**config.mk**
```make
export PLATFORM = sky130hd
export DESIGN_NAME = mipmap_level_layout
export DESIGN_NICKNAME = d
export VERILOG_FILES = /design/src/rtl/mml_pkg.sv /design/src/rtl/mml_regs.sv /design/src/rtl/mml_dp.sv /design/src/rtl/mml_ctrl.sv /design/src/rtl/mipmap_level_layout.sv
export SDC_FILE = /design/constraint.sdc
export NUM_CORES = 2
export LEC_CHECK = 0
export ABC_CLOCK_PERIOD_IN_PS = 12500
export BUFFER_PORTS_ARGS = -buffer_cell sky130_fd_sc_hd__buf_2
export CELL_PAD_IN_SITES_DETAIL_PLACEMENT = 1
export CELL_PAD_IN_SITES_GLOBAL_PLACEMENT = 2
export CORE_AREA = 2 2 301 303
export DETAILED_ROUTE_END_ITERATION = 8
export DIE_AREA = 0 0 303 305
export PLACE_DENSITY_LB_ADDON = 0.12
export SLEW_MARGIN = 15
export SYNTH_ARGS = -nofsm -noshare
export SYNTH_HDL_FRONTEND = slang
export SYNTH_SLANG_ARGS = --single-unit
```
**constraint.sdc**
```tcl
create_clock -name clk_i -period 12.5 [get_ports clk_i]
set_input_delay 2.5 -clock clk_i [delete_from_list [all_inputs] [get_ports clk_i]]
set_output_delay 2.5 -clock clk_i [all_outputs]
set_load 0.005 [all_outputs]
```
**src/rtl/mml_pkg.sv**
```systemverilog
// Package for the mip level layout block: configuration, command and status types,
// field widths, size limits and the cube face tables.
// No dependencies; used by every module of the block.
package mml_pkg;

  localparam int MaxLevels      = 12;
  localparam int MaxTextureSize = 2048;

  localparam int LevelW = 4;
  localparam int PosXW  = 13;
  localparam int PosYW  = 14;
  localparam int DimW   = 12;
  localparam int PitchW = 13;
  localparam int TotalW = 24;
  localparam int SliceW = 25;
  localparam int CubeYW = 15;

  localparam int OutDataW = 136;
  localparam int InDataW  = 8;
  localparam int FaceW    = 3;
  localparam int AddrW    = 5;

  typedef enum logic [1:0] {
    MODE_2D   = 2'd0,
    MODE_CUBE = 2'd1,
    MODE_VOL  = 2'd2,
    MODE_RSVD = 2'd3
  } mml_mode_e;

  typedef enum logic [2:0] {
    REG_MODE   = 3'd0,
    REG_WIDTH  = 3'd1,
    REG_HEIGHT = 3'd2,
    REG_DEPTH  = 3'd3,
    REG_BPT    = 3'd4,
    REG_FIRST  = 3'd5,
    REG_LAST   = 3'd6,
    REG_COMP   = 3'd7
  } mml_reg_e;

  typedef enum logic [1:0] {
    ST_IDLE  = 2'd0,
    ST_SETUP = 2'd1,
    ST_RUN   = 2'd2,
    ST_MUL   = 2'd3
  } mml_state_e;

  typedef struct packed {
    mml_mode_e         mode;
    logic [DimW-1:0]   base_w;
    logic [DimW-1:0]   base_h;
    logic [DimW-1:0]   base_d;
    logic [4:0]        bpt;
    logic [LevelW-1:0] first;
    logic [LevelW-1:0] last;
    logic              comp;
  } mml_cfg_t;

  typedef struct packed {
    logic load_face;
    logic init;
    logic emit;
    logic use_mul;
  } mml_cmd_t;

  typedef struct packed {
    logic empty;
    logic last;
    logic vol_last;
    logic slot_free;
  } mml_status_t;

  function automatic logic [DimW-1:0] clamp_dim(input logic [DimW-1:0] v);
    logic [DimW-1:0] r;
    if (v == '0) begin
      r = DimW'(1);
    end else if ({1'b0, v} > (DimW+1)'(MaxTextureSize)) begin
      r = DimW'(MaxTextureSize);
    end else begin
      r = v;
    end
    return r;
  endfunction

  function automatic logic [DimW-1:0] shrink(input logic [DimW-1:0] v);
    logic [DimW-1:0] r;
    r = v >> 1;
    if (r == '0) begin
      r = DimW'(1);
    end
    return r;
  endfunction

  // floor(r / cpp) for the pad r (0..3) added by 4-byte row rounding
  function automatic logic [1:0] pitch_extra(input logic [1:0] r, input logic [4:0] cpp);
    logic [1:0] q;
    if (cpp == 5'd1) begin
      q = r;
    end else if (cpp == 5'd2) begin
      q = r >> 1;
    end else if (cpp == 5'd3) begin
      q = (r == 2'd3) ? 2'd1 : 2'd0;
    end else begin
      q = 2'd0;
    end
    return q;
  endfunction

  function automatic logic face_start_x(input logic [2:0] f);
    logic r;
    unique case (f)
      3'd2, 3'd3, 3'd4, 3'd5: r = 1'b1;
      default:                r = 1'b0;
    endcase
    return r;
  endfunction

  function automatic logic [1:0] face_start_y(input logic [2:0] f);
    logic [1:0] r;
    unique case (f)
      3'd1, 3'd3: r = 2'd2;
      3'd4:       r = 2'd1;
      3'd5:       r = 2'd3;
      default:    r = 2'd0;
    endcase
    return r;
  endfunction

  // x steps back by the new size on faces 2..5
  function automatic logic face_step_neg(input logic [2:0] f);
    logic r;
    unique case (f)
      3'd2, 3'd3, 3'd4, 3'd5: r = 1'b1;
      default:                r = 1'b0;
    endcase
    return r;
  endfunction

  // y steps by twice the new size on faces 0..3, by the size on 4..5
  function automatic logic face_step_dbl(input logic [2:0] f);
    logic r;
    unique case (f)
      3'd4, 3'd5: r = 1'b0;
      default:    r = 1'b1;
    endcase
    return r;
  endfunction

endpackage

```
**src/rtl/mml_regs.sv**
```systemverilog
// Configuration registers of the mip level layout block behind an APB-style port.
// Depends on mml_pkg.
module mml_regs (
  input  logic                      clk_i,
  input  logic                      rst_ni,
  input  logic                      psel,
  input  logic                      penable,
  input  logic                      pwrite,
  input  logic [mml_pkg::AddrW-1:0] paddr,
  input  logic [31:0]               pwdata,
  output logic [31:0]               prdata,
  output logic                      pready,
  output mml_pkg::mml_cfg_t         cfg_o
);

  mml_pkg::mml_cfg_t cfg_q, cfg_d;
  mml_pkg::mml_reg_e idx;
  logic              wr_en;

  assign pready = 1'b1;
  assign idx    = mml_pkg::mml_reg_e'(paddr[mml_pkg::AddrW-1:2]);
  assign wr_en  = psel & penable & pwrite;
  assign cfg_o  = cfg_q;

  always_comb begin
    cfg_d = cfg_q;
    if (wr_en) begin
      unique case (idx)
        mml_pkg::REG_MODE:   cfg_d.mode   = mml_pkg::mml_mode_e'(pwdata[1:0]);
        mml_pkg::REG_WIDTH:  cfg_d.base_w = pwdata[mml_pkg::DimW-1:0];
        mml_pkg::REG_HEIGHT: cfg_d.base_h = pwdata[mml_pkg::DimW-1:0];
        mml_pkg::REG_DEPTH:  cfg_d.base_d = pwdata[mml_pkg::DimW-1:0];
        mml_pkg::REG_BPT:    cfg_d.bpt    = pwdata[4:0];
        mml_pkg::REG_FIRST:  cfg_d.first  = pwdata[mml_pkg::LevelW-1:0];
        mml_pkg::REG_LAST:   cfg_d.last   = pwdata[mml_pkg::LevelW-1:0];
        mml_pkg::REG_COMP:   cfg_d.comp   = pwdata[0];
        default: ;
      endcase
    end
  end

  always_ff @(posedge clk_i or negedge rst_ni) begin
    if (!rst_ni) begin
      cfg_q.mode   <= mml_pkg::MODE_2D;
      cfg_q.base_w <= mml_pkg::DimW'(1);
      cfg_q.base_h <= mml_pkg::DimW'(1);
      cfg_q.base_d <= mml_pkg::DimW'(1);
      cfg_q.bpt    <= 5'd4;
      cfg_q.first  <= '0;
      cfg_q.last   <= '0;
      cfg_q.comp   <= 1'b0;
    end else begin
      cfg_q <= cfg_d;
    end
  end

  always_comb begin
    prdata = '0;
    unique case (idx)
      mml_pkg::REG_MODE:   prdata = 32'(cfg_q.mode);
      mml_pkg::REG_WIDTH:  prdata = 32'(cfg_q.base_w);
      mml_pkg::REG_HEIGHT: prdata = 32'(cfg_q.base_h);
      mml_pkg::REG_DEPTH:  prdata = 32'(cfg_q.base_d);
      mml_pkg::REG_BPT:    prdata = 32'(cfg_q.bpt);
      mml_pkg::REG_FIRST:  prdata = 32'(cfg_q.first);
      mml_pkg::REG_LAST:   prdata = 32'(cfg_q.last);
      mml_pkg::REG_COMP:   prdata = 32'(cfg_q.comp);
      default:             prdata = '0;
    endcase
  end

endmodule

```
**src/rtl/mml_dp.sv**
```systemverilog
// Datapath of the mip level layout block: level walk registers, pitch setup,
// volume products and the output item register.
// Depends on mml_pkg; driven by mml_ctrl commands.
module mml_dp (
  input  logic                         clk_i,
  input  logic                         rst_ni,
  input  mml_pkg::mml_cfg_t            cfg_i,
  input  mml_pkg::mml_cmd_t            cmd_i,
  input  logic [mml_pkg::FaceW-1:0]    face_i,
  output mml_pkg::mml_status_t         status_o,
  input  logic                         out_tready_i,
  output logic                         out_tvalid_o,
  output logic [mml_pkg::OutDataW-1:0] out_tdata_o,
  output logic                         out_tlast_o
);

  localparam int DW = mml_pkg::DimW;
  localparam int TW = mml_pkg::TotalW;
  localparam int PW = mml_pkg::PitchW;
  localparam int YW = mml_pkg::CubeYW;
  localparam int LW = mml_pkg::LevelW;

  logic [mml_pkg::FaceW-1:0] face_q, face_sel;
  logic [LW-1:0]             lvl_q, lvl_d;
  logic [PW-1:0]             x_q, x_d;
  logic [YW-1:0]             y_q, y_d;
  logic [DW-1:0]             w_q, w_d, h_q, h_d, d_q, d_d;
  logic [TW-1:0]             total_q, total_d;
  logic [PW-1:0]             pitch_q, pitch_d;
  logic [TW+PW-1:0]          slice_prod_q;
  logic [TW+DW-1:0]          shown_prod_q;

  logic            is_cube, is_vol, is_comp2d;
  logic [DW-1:0]   bw, bh, bd, half;
  logic [4:0]      cpp;
  logic [LW-1:0]   hi;
  logic [PW-1:0]   wk;
  logic [3:0]      lo_prod;
  logic [1:0]      pad;
  logic [PW:0]     pitch_sum;
  logic [1:0]      iy;
  logic [DW:0]     rows;
  logic [TW:0]     total_sum;
  logic [TW-1:0]   total_new;
  logic            is_last;

  logic                   out_valid_q, out_valid_d;
  logic [LW-1:0]          o_lvl_q;
  logic [mml_pkg::PosXW-1:0] o_x_q;
  logic [mml_pkg::PosYW-1:0] o_y_q;
  logic [DW-1:0]          o_w_q, o_h_q, o_d_q;
  logic [PW-1:0]          o_pitch_q;
  logic [TW-1:0]          o_total_q;
  logic [mml_pkg::SliceW-1:0] o_slice_q;
  logic                   o_last_q;

  logic [mml_pkg::PosYW-1:0]  pos_y;
  logic [TW-1:0]              shown;
  logic [mml_pkg::SliceW-1:0] slice;

  assign is_cube   = (cfg_i.mode == mml_pkg::MODE_CUBE);
  assign is_vol    = (cfg_i.mode == mml_pkg::MODE_VOL);
  assign is_comp2d = !is_cube && !is_vol && cfg_i.comp;

  assign bw  = mml_pkg::clamp_dim(cfg_i.base_w);
  assign bh  = mml_pkg::clamp_dim(cfg_i.base_h);
  assign bd  = mml_pkg::clamp_dim(cfg_i.base_d);
  assign cpp = (cfg_i.bpt == '0) ? 5'd1 : cfg_i.bpt;
  assign hi  = (cfg_i.last > LW'(mml_pkg::MaxLevels - 1)) ? LW'(mml_pkg::MaxLevels - 1)
                                                          : cfg_i.last;

  assign face_sel = (face_q > 3'd5) ? 3'd0 : face_q;

  // pitch = row texels + the rounding pad expressed in whole texels
  assign wk        = is_cube ? {bw, 1'b0} : {1'b0, bw};
  assign lo_prod   = {2'b00, wk[1:0]} * {2'b00, cpp[1:0]};
  assign pad       = 2'd0 - lo_prod[1:0];
  assign pitch_sum = {1'b0, wk} + (PW+1)'(mml_pkg::pitch_extra(pad, cpp));
  assign iy        = mml_pkg::face_start_y(face_sel);

  assign half = w_q >> 1;

  always_comb begin
    if (is_comp2d) begin
      rows = (h_q[DW-1:2] == '0) ? (DW+1)'(1) : (DW+1)'(h_q >> 2);
    end else begin
      rows = (h_q < DW'(2)) ? (DW+1)'(2) : {1'b0, h_q};
    end
  end

  assign total_sum = {1'b0, total_q} + (TW+1)'(rows);
  assign total_new = total_sum[TW] ? '1 : total_sum[TW-1:0];
  assign is_last   = (lvl_q == hi);

  assign status_o.empty     = (cfg_i.first > hi);
  assign status_o.last      = is_last;
  assign status_o.vol_last  = is_vol && is_last;
  assign status_o.slot_free = !out_valid_q || out_tready_i;

  always_comb begin
    lvl_d   = lvl_q;
    x_d     = x_q;
    y_d     = y_q;
    w_d     = w_q;
    h_d     = h_q;
    d_d     = d_q;
    total_d = total_q;
    pitch_d = pitch_q;
    if (cmd_i.init) begin
      lvl_d   = cfg_i.first;
      w_d     = bw;
      h_d     = is_cube ? bw : bh;
      d_d     = bd;
      x_d     = mml_pkg::face_start_x(face_sel) ? {1'b0, bw} : '0;
      y_d     = (iy[1] ? {2'b00, bw, 1'b0} : '0) + (iy[0] ? {3'b000, bw} : '0);
      total_d = is_cube ? {{(TW-DW-2){1'b0}}, bw, 2'b00} : '0;
      pitch_d = pitch_sum[PW] ? '1 : pitch_sum[PW-1:0];
    end else if (cmd_i.emit) begin
      lvl_d = lvl_q + LW'(1);
      if (is_cube) begin
        if (half != '0) begin
          w_d = half;
          h_d = half;
          x_d = mml_pkg::face_step_neg(face_sel) ? x_q - PW'(half) : x_q;
          y_d = y_q + (mml_pkg::face_step_dbl(face_sel) ? YW'({half, 1'b0}) : YW'(half));
        end
      end else begin
        total_d = total_new;
        w_d     = mml_pkg::shrink(w_q);
        h_d     = mml_pkg::shrink(h_q);
        d_d     = mml_pkg::shrink(d_q);
      end
    end
  end

  always_ff @(posedge clk_i) begin
    if (cmd_i.load_face) begin
      face_q <= face_i;
    end
    lvl_q        <= lvl_d;
    x_q          <= x_d;
    y_q          <= y_d;
    w_q          <= w_d;
    h_q          <= h_d;
    d_q          <= d_d;
    total_q      <= total_d;
    pitch_q      <= pitch_d;
    slice_prod_q <= (TW+PW)'(total_new) * (TW+PW)'(pitch_q);
    shown_prod_q <= (TW+DW)'(total_new) * (TW+DW)'(bd);
  end

  // output item fields
  always_comb begin
    if (is_cube) begin
      pos_y = y_q[YW-1] ? '1 : y_q[mml_pkg::PosYW-1:0];
    end else begin
      pos_y = (total_q[TW-1:mml_pkg::PosYW] != '0) ? '1 : total_q[mml_pkg::PosYW-1:0];
    end
    if (is_cube) begin
      shown = total_q;
    end else if (cmd_i.use_mul) begin
      shown = (shown_prod_q[TW+DW-1:TW] != '0) ? '1 : shown_prod_q[TW-1:0];
    end else begin
      shown = total_new;
    end
    if (cmd_i.use_mul) begin
      slice = (slice_prod_q[TW+PW-1:mml_pkg::SliceW] != '0) ? '1
            : slice_prod_q[mml_pkg::SliceW-1:0];
    end else begin
      slice = '0;
    end
  end

  always_comb begin
    out_valid_d = out_valid_q;
    if (cmd_i.emit) begin
      out_valid_d = 1'b1;
    end else if (out_tready_i) begin
      out_valid_d = 1'b0;
    end
  end

  always_ff @(posedge clk_i or negedge rst_ni) begin
    if (!rst_ni) begin
      out_valid_q <= 1'b0;
    end else begin
      out_valid_q <= out_valid_d;
    end
  end

  always_ff @(posedge clk_i) begin
    if (cmd_i.emit) begin
      o_lvl_q   <= lvl_q;
      o_x_q     <= is_cube ? x_q : '0;
      o_y_q     <= pos_y;
      o_w_q     <= w_q;
      o_h_q     <= h_q;
      o_d_q     <= is_vol ? d_q : DW'(1);
      o_pitch_q <= pitch_q;
      o_total_q <= shown;
      o_slice_q <= slice;
      o_last_q  <= is_last;
    end
  end

  assign out_tvalid_o = out_valid_q;
  assign out_tlast_o  = o_last_q;
  assign out_tdata_o  = {7'b0, o_slice_q, o_total_q, o_pitch_q, o_d_q, o_h_q, o_w_q,
                         o_y_q, o_x_q, o_lvl_q};

endmodule

```
**src/rtl/mml_ctrl.sv**
```systemverilog
// Controller of the mip level layout block: takes a face item, runs setup,
// then steps the datapath once per level.
// Depends on mml_pkg.
module mml_ctrl (
  input  logic                 clk_i,
  input  logic                 rst_ni,
  input  logic                 in_valid_i,
  output logic                 in_ready_o,
  input  mml_pkg::mml_status_t status_i,
  output mml_pkg::mml_cmd_t    cmd_o
);

  mml_pkg::mml_state_e state_q, state_d;

  always_ff @(posedge clk_i or negedge rst_ni) begin
    if (!rst_ni) begin
      state_q <= mml_pkg::ST_IDLE;
    end else begin
      state_q <= state_d;
    end
  end

  always_comb begin
    state_d    = state_q;
    cmd_o      = '0;
    in_ready_o = 1'b0;
    unique case (state_q)
      mml_pkg::ST_IDLE: begin
        in_ready_o = 1'b1;
        if (in_valid_i) begin
          cmd_o.load_face = 1'b1;
          state_d         = mml_pkg::ST_SETUP;
        end
      end
      mml_pkg::ST_SETUP: begin
        cmd_o.init = 1'b1;
        state_d    = status_i.empty ? mml_pkg::ST_IDLE : mml_pkg::ST_RUN;
      end
      mml_pkg::ST_RUN: begin
        priority if (status_i.vol_last) begin
          state_d = mml_pkg::ST_MUL;
        end else if (status_i.slot_free) begin
          cmd_o.emit = 1'b1;
          if (status_i.last) begin
            state_d = mml_pkg::ST_IDLE;
          end
        end
      end
      mml_pkg::ST_MUL: begin
        cmd_o.use_mul = 1'b1;
        if (status_i.slot_free) begin
          cmd_o.emit = 1'b1;
          state_d    = mml_pkg::ST_IDLE;
        end
      end
      default: state_d = mml_pkg::ST_IDLE;
    endcase
  end

endmodule

```
**src/rtl/mipmap_level_layout.sv**
```systemverilog
// Mip level layout: for each face item taken on the input stream, one result item per
// mip level from the first configured level to the last (clamped to 11), giving position,
// size, row pitch, running total rows and, on the last volume level, slice pitch. An item
// passes an accept state, a setup state for the pitch and then one level per cycle from the
// level walk registers while the output does not stall, plus a product state on volume
// textures for the depth and slice products. An empty level range gives no result.
// Configuration must be written over the APB port while idle; the block does not enforce it.
// Depends on mml_pkg, mml_regs, mml_ctrl, mml_dp.
module mipmap_level_layout (
  input  logic                         clk_i,
  input  logic                         rst_ni,
  input  logic                         psel,
  input  logic                         penable,
  input  logic                         pwrite,
  input  logic [mml_pkg::AddrW-1:0]    paddr,
  input  logic [31:0]                  pwdata,
  output logic [31:0]                  prdata,
  output logic                         pready,
  input  logic                         s_axis_tvalid,
  output logic                         s_axis_tready,
  // [2:0] face_index
  input  logic [mml_pkg::InDataW-1:0]  s_axis_tdata,
  output logic                         m_axis_tvalid,
  input  logic                         m_axis_tready,
  // [3:0] level_number, [16:4] pos_x, [30:17] pos_y, [42:31] img_width,
  // [54:43] image_height, [66:55] img_depth, [79:67] row_pitch,
  // [103:80] total_rows, [128:104] slice_pitch
  output logic [mml_pkg::OutDataW-1:0] m_axis_tdata,
  output logic                         m_axis_tlast
);

  mml_pkg::mml_cfg_t    cfg;
  mml_pkg::mml_cmd_t    cmd;
  mml_pkg::mml_status_t status;

  mml_regs u_regs (
    .clk_i   (clk_i),
    .rst_ni  (rst_ni),
    .psel    (psel),
    .penable (penable),
    .pwrite  (pwrite),
    .paddr   (paddr),
    .pwdata  (pwdata),
    .prdata  (prdata),
    .pready  (pready),
    .cfg_o   (cfg)
  );

  mml_ctrl u_ctrl (
    .clk_i      (clk_i),
    .rst_ni     (rst_ni),
    .in_valid_i (s_axis_tvalid),
    .in_ready_o (s_axis_tready),
    .status_i   (status),
    .cmd_o      (cmd)
  );

  mml_dp u_dp (
    .clk_i        (clk_i),
    .rst_ni       (rst_ni),
    .cfg_i        (cfg),
    .cmd_i        (cmd),
    .face_i       (s_axis_tdata[mml_pkg::FaceW-1:0]),
    .status_o     (status),
    .out_tready_i (m_axis_tready),
    .out_tvalid_o (m_axis_tvalid),
    .out_tdata_o  (m_axis_tdata),
    .out_tlast_o  (m_axis_tlast)
  );

endmodule

```
==> results by group <==
Timing
  – Clock skew: 0.0324 ns
  – Least-Margin Pin Slew: 1.14 ns
  – Final Max Slew Viols: 0
  – Relative slew slack: 23.5%
  – Tmin final: 10.87 ns
  – Fin. Hold Viols: 0
  – Final setup viols: 0
  – Final Cycle Share: 87.0%
  – Fin Setup TNS: 0 ns
  – RSZ-0062 raised after global routing: false
  – Fmax: 92.0 MHz

Clock tree
  – CTS max path bufs: 3
  – Clock Latency Late Sink: 0.60 ns
  – CTS tree: yes
  – Clk sinks: 366
  – CTS Hold Bufs: 0
  – Total CTS buffers: 46
  – Root Buffer Master: clkbuf_16
  – H-tree depth: 2
  – Setup Buffers After CTS: 0
  – Post-cts gate resize count: 0
  – Worst-path clk slew: 0.06 ns

Synth
  – Register area share after synthesis: 27.6%
  – Avg Inst Size Synth: 9.56 sq um
  – Synth Flop Type: edfxtp_1
  – Complex-gate fraction of the synthesized area: 9.26%
  – Count of flip-flops with a built-in enable after synthesis: 238
  – Synth Warn #: 0
  – Synth Area in Adders: 33.3%
  – Mapped cell area: 36200 sq um
  – Yosys reg bits: 366
  – Xor-xnor portion of the synthesized cell area: 2.73%
  – Post-synth cell types: 84
  – Largest family of logic cells by synthesized area: adder cells
  – Synth Area in Simple Gates: 15.6%
  – Synth async-reset ratio: 15.0%
  – Mux cell area share after synthesis: 2.47%
  – Cell count after synthesis: 3784

Critical path
  – Worst r2r path cells: 34
  – R2R Path End: u_dp.shown_prod_q[33]
  – CP max stage delay: 0.66 ns
  – Setup crit start kind: register
  – Worst path slowest cell: o31ai_1
  – Crit end category: register
  – CP Data Arrival Time: 11.39 ns
  – Crit path top cell by count: fa_1
  – Worst flop-to-flop path startpoint: u_dp.h_q[6]
  – Kind of critical path: register to register
  – R2R setup slack: 1.63 ns
  – Worst Path Max Fanout: 31
  – Critical Path RT: 13.02 ns

Worst hold path
  – Hold endpoint: u_dp.o_w_q[0]
  – Hold Crit Start: u_dp.w_q[0]
  – Hold depth: 0
  – Hold/Removal Path Class: register to register

Detailed routing
  – Drt first pass iters: 7
  – Vias/cell: 5.24
  – DRT iter0 DRCs: 1435
  – Final wirelength: 113 mm
  – ANT nets after route: 0
  – Via count: 26632
  – Drt wl/cell: 22.3 um
  – DRC errors left: 10

Final layout
  – ANT cells: 0
  – Final Net Count: 4603
  – Most common cell after layout, fill and taps aside: inv_1
  – Ratio of cells with drive above 1 in the final layout: 10.6%
  – Area Growth Syn to Fin: 9.95%
  – Commonest non-fill, non-tap cells in the layout: inv_1, nand2_1, fa_1, edfxtp_1, and2_1

Floorplanning
  – Starting Density: 40.5%
  – DIE WIDTH: 303 um
  – Core Region: 89300 sq um
  – Die area: 92400 sq um
  – Die H: 305 um
  – Total I/O pin count: 224
  – # rows: 110

Placement
  – Gpl congestion: 0.851
  – Dpl hpwl: 85.5 mm
  – PortBufs: 168

Global route
  – First-pass GRT wire length: 175 mm
  – Pin count of the biggest net entering global routing: 132
  – Vias in the first global route: 28806
  – Grt total ovfl: 0
  – Initial antenna violation count: 1
  – Total track usage: 25.1%

Run status
  – Status: complete, but fails checks
  – Failing checks: DRC

Job
  – Max Cap Violations: 0
-- metrics by stage --
step | setup slack, ns | cell area [sq um] | util (%) | hold WS, ns | cells
final | 1.63 | 39800 | 44.5 | 0.485 | 5081
after global routing | 1.10 | 39800 | 44.5 | 0.494 | 5081
after CTS | 1.71 | 39800 | 44.5 | 0.484 | 5080
after detailed placement | 1.75 | 38100 | 42.7 | 0.476 | 4995
after global placement | 1.76 | 38100 | 42.7 | 0.474 | 4995
after floorplan | 3.16 | 36300 | - | 0.400 | 3810
-- layout make-up --
cell class | count | area, sq um
Fill cell | 10204 | 49500
Inverter | 602 | 2260
Timing Repair Buffer | 227 | 1300
Tap cell | 1176 | 1470
Sequential cell | 366 | 9990
Clock buffer | 56 | 1220
Multi-Input combinational cell | 2625 | 23100
Clock inverter | 29 | 424
-- cells by family after synthesis --
group                    Yosys count
buffers and inverters            819
XOR/XNOR                         112
other                              2
adder cells (fa/ha/maj)          684
AND/OR/NAND/NOR                 1203
AO/OA/AOI/OAI                    520
flip-flops                       366
multiplexers                      78
-- layer usage --
layer	global-route usage, %	share of wire, %
met5	0	0
met4	5.20	2.1
met2	40.1	46
met1	36.2	48
met3	3.49	4.7
-- worst max path at each step --
stage                                  to  cells after the start  slack, ns          start
floorplan                     u_dp.h_q[0]                      4       3.16  m_axis_tready
global route        u_dp.shown_prod_q[33]                     34       1.10    u_dp.h_q[6]
global placement    u_dp.shown_prod_q[33]                     34       1.76    u_dp.h_q[6]
detailed placement  u_dp.shown_prod_q[33]                     34       1.75    u_dp.h_q[6]
CTS                 u_dp.shown_prod_q[33]                     34       1.71    u_dp.h_q[6]
finish              u_dp.shown_prod_q[33]                     34       1.63    u_dp.h_q[6]
-- synthesized netlist by cell type (all sizes together) (10+ instances only) --
master | instances | share of area [%]
buf | 86 | 1.4
nand2 | 526 | 5.5
o22ai | 23 | 0.40
xor2 | 44 | 1.1
nor2b | 38 | 0.66
a211oi | 15 | 0.31
nand2b | 38 | 0.66
a31oi | 20 | 0.39
clkbuf | 131 | 1.4
xnor2 | 68 | 1.7
fa | 467 | 26
nor2 | 219 | 2.3
dfxtp | 73 | 4.0
o211ai | 10 | 0.22
mux2 | 70 | 2.2
o21a | 21 | 0.44
a21o | 47 | 0.97
dfrtp | 51 | 3.5
nor3 | 31 | 0.43
o31ai | 10 | 0.21
a221o | 10 | 0.28
and2 | 229 | 4.0
o21ai | 120 | 1.7
a21oi | 148 | 2.1
inv | 602 | 6.2
ha | 216 | 7.5
a21boi | 11 | 0.23
or3 | 12 | 0.21
nand3 | 31 | 0.43
edfxtp | 238 | 20
and3 | 20 | 0.35
o22a | 20 | 0.48
nor4 | 25 | 0.43
-- critical path, delay by kind of cell, from the launching register on --
kind / cells / cell delay, ns
XOR/XNOR: 1 / 0.13
buffers and inverters: 5 / 0.61
AND/OR/NAND/NOR: 9 / 2.90
flip-flops: 1 / 0.50
adder cells (fa/ha/maj): 8 / 3.56
AO/OA/AOI/OAI: 11 / 3.07
-- state kept, by name, indices dropped and copies added, names as in the netlist, 14 cells and up --
register / cells
u_dp.o_y_q: 14
u_dp.o_slice_q: 25
u_dp.slice_prod_q: 37
u_dp.shown_prod_q: 36
u_regs.cfg_o: 52
u_dp.o_total_q: 24
u_dp.total_q: 24
u_dp.y_q: 15
Power is not shown: default switching activity piles up to over one toggle a cycle in this logic, so the estimate is an artifact.
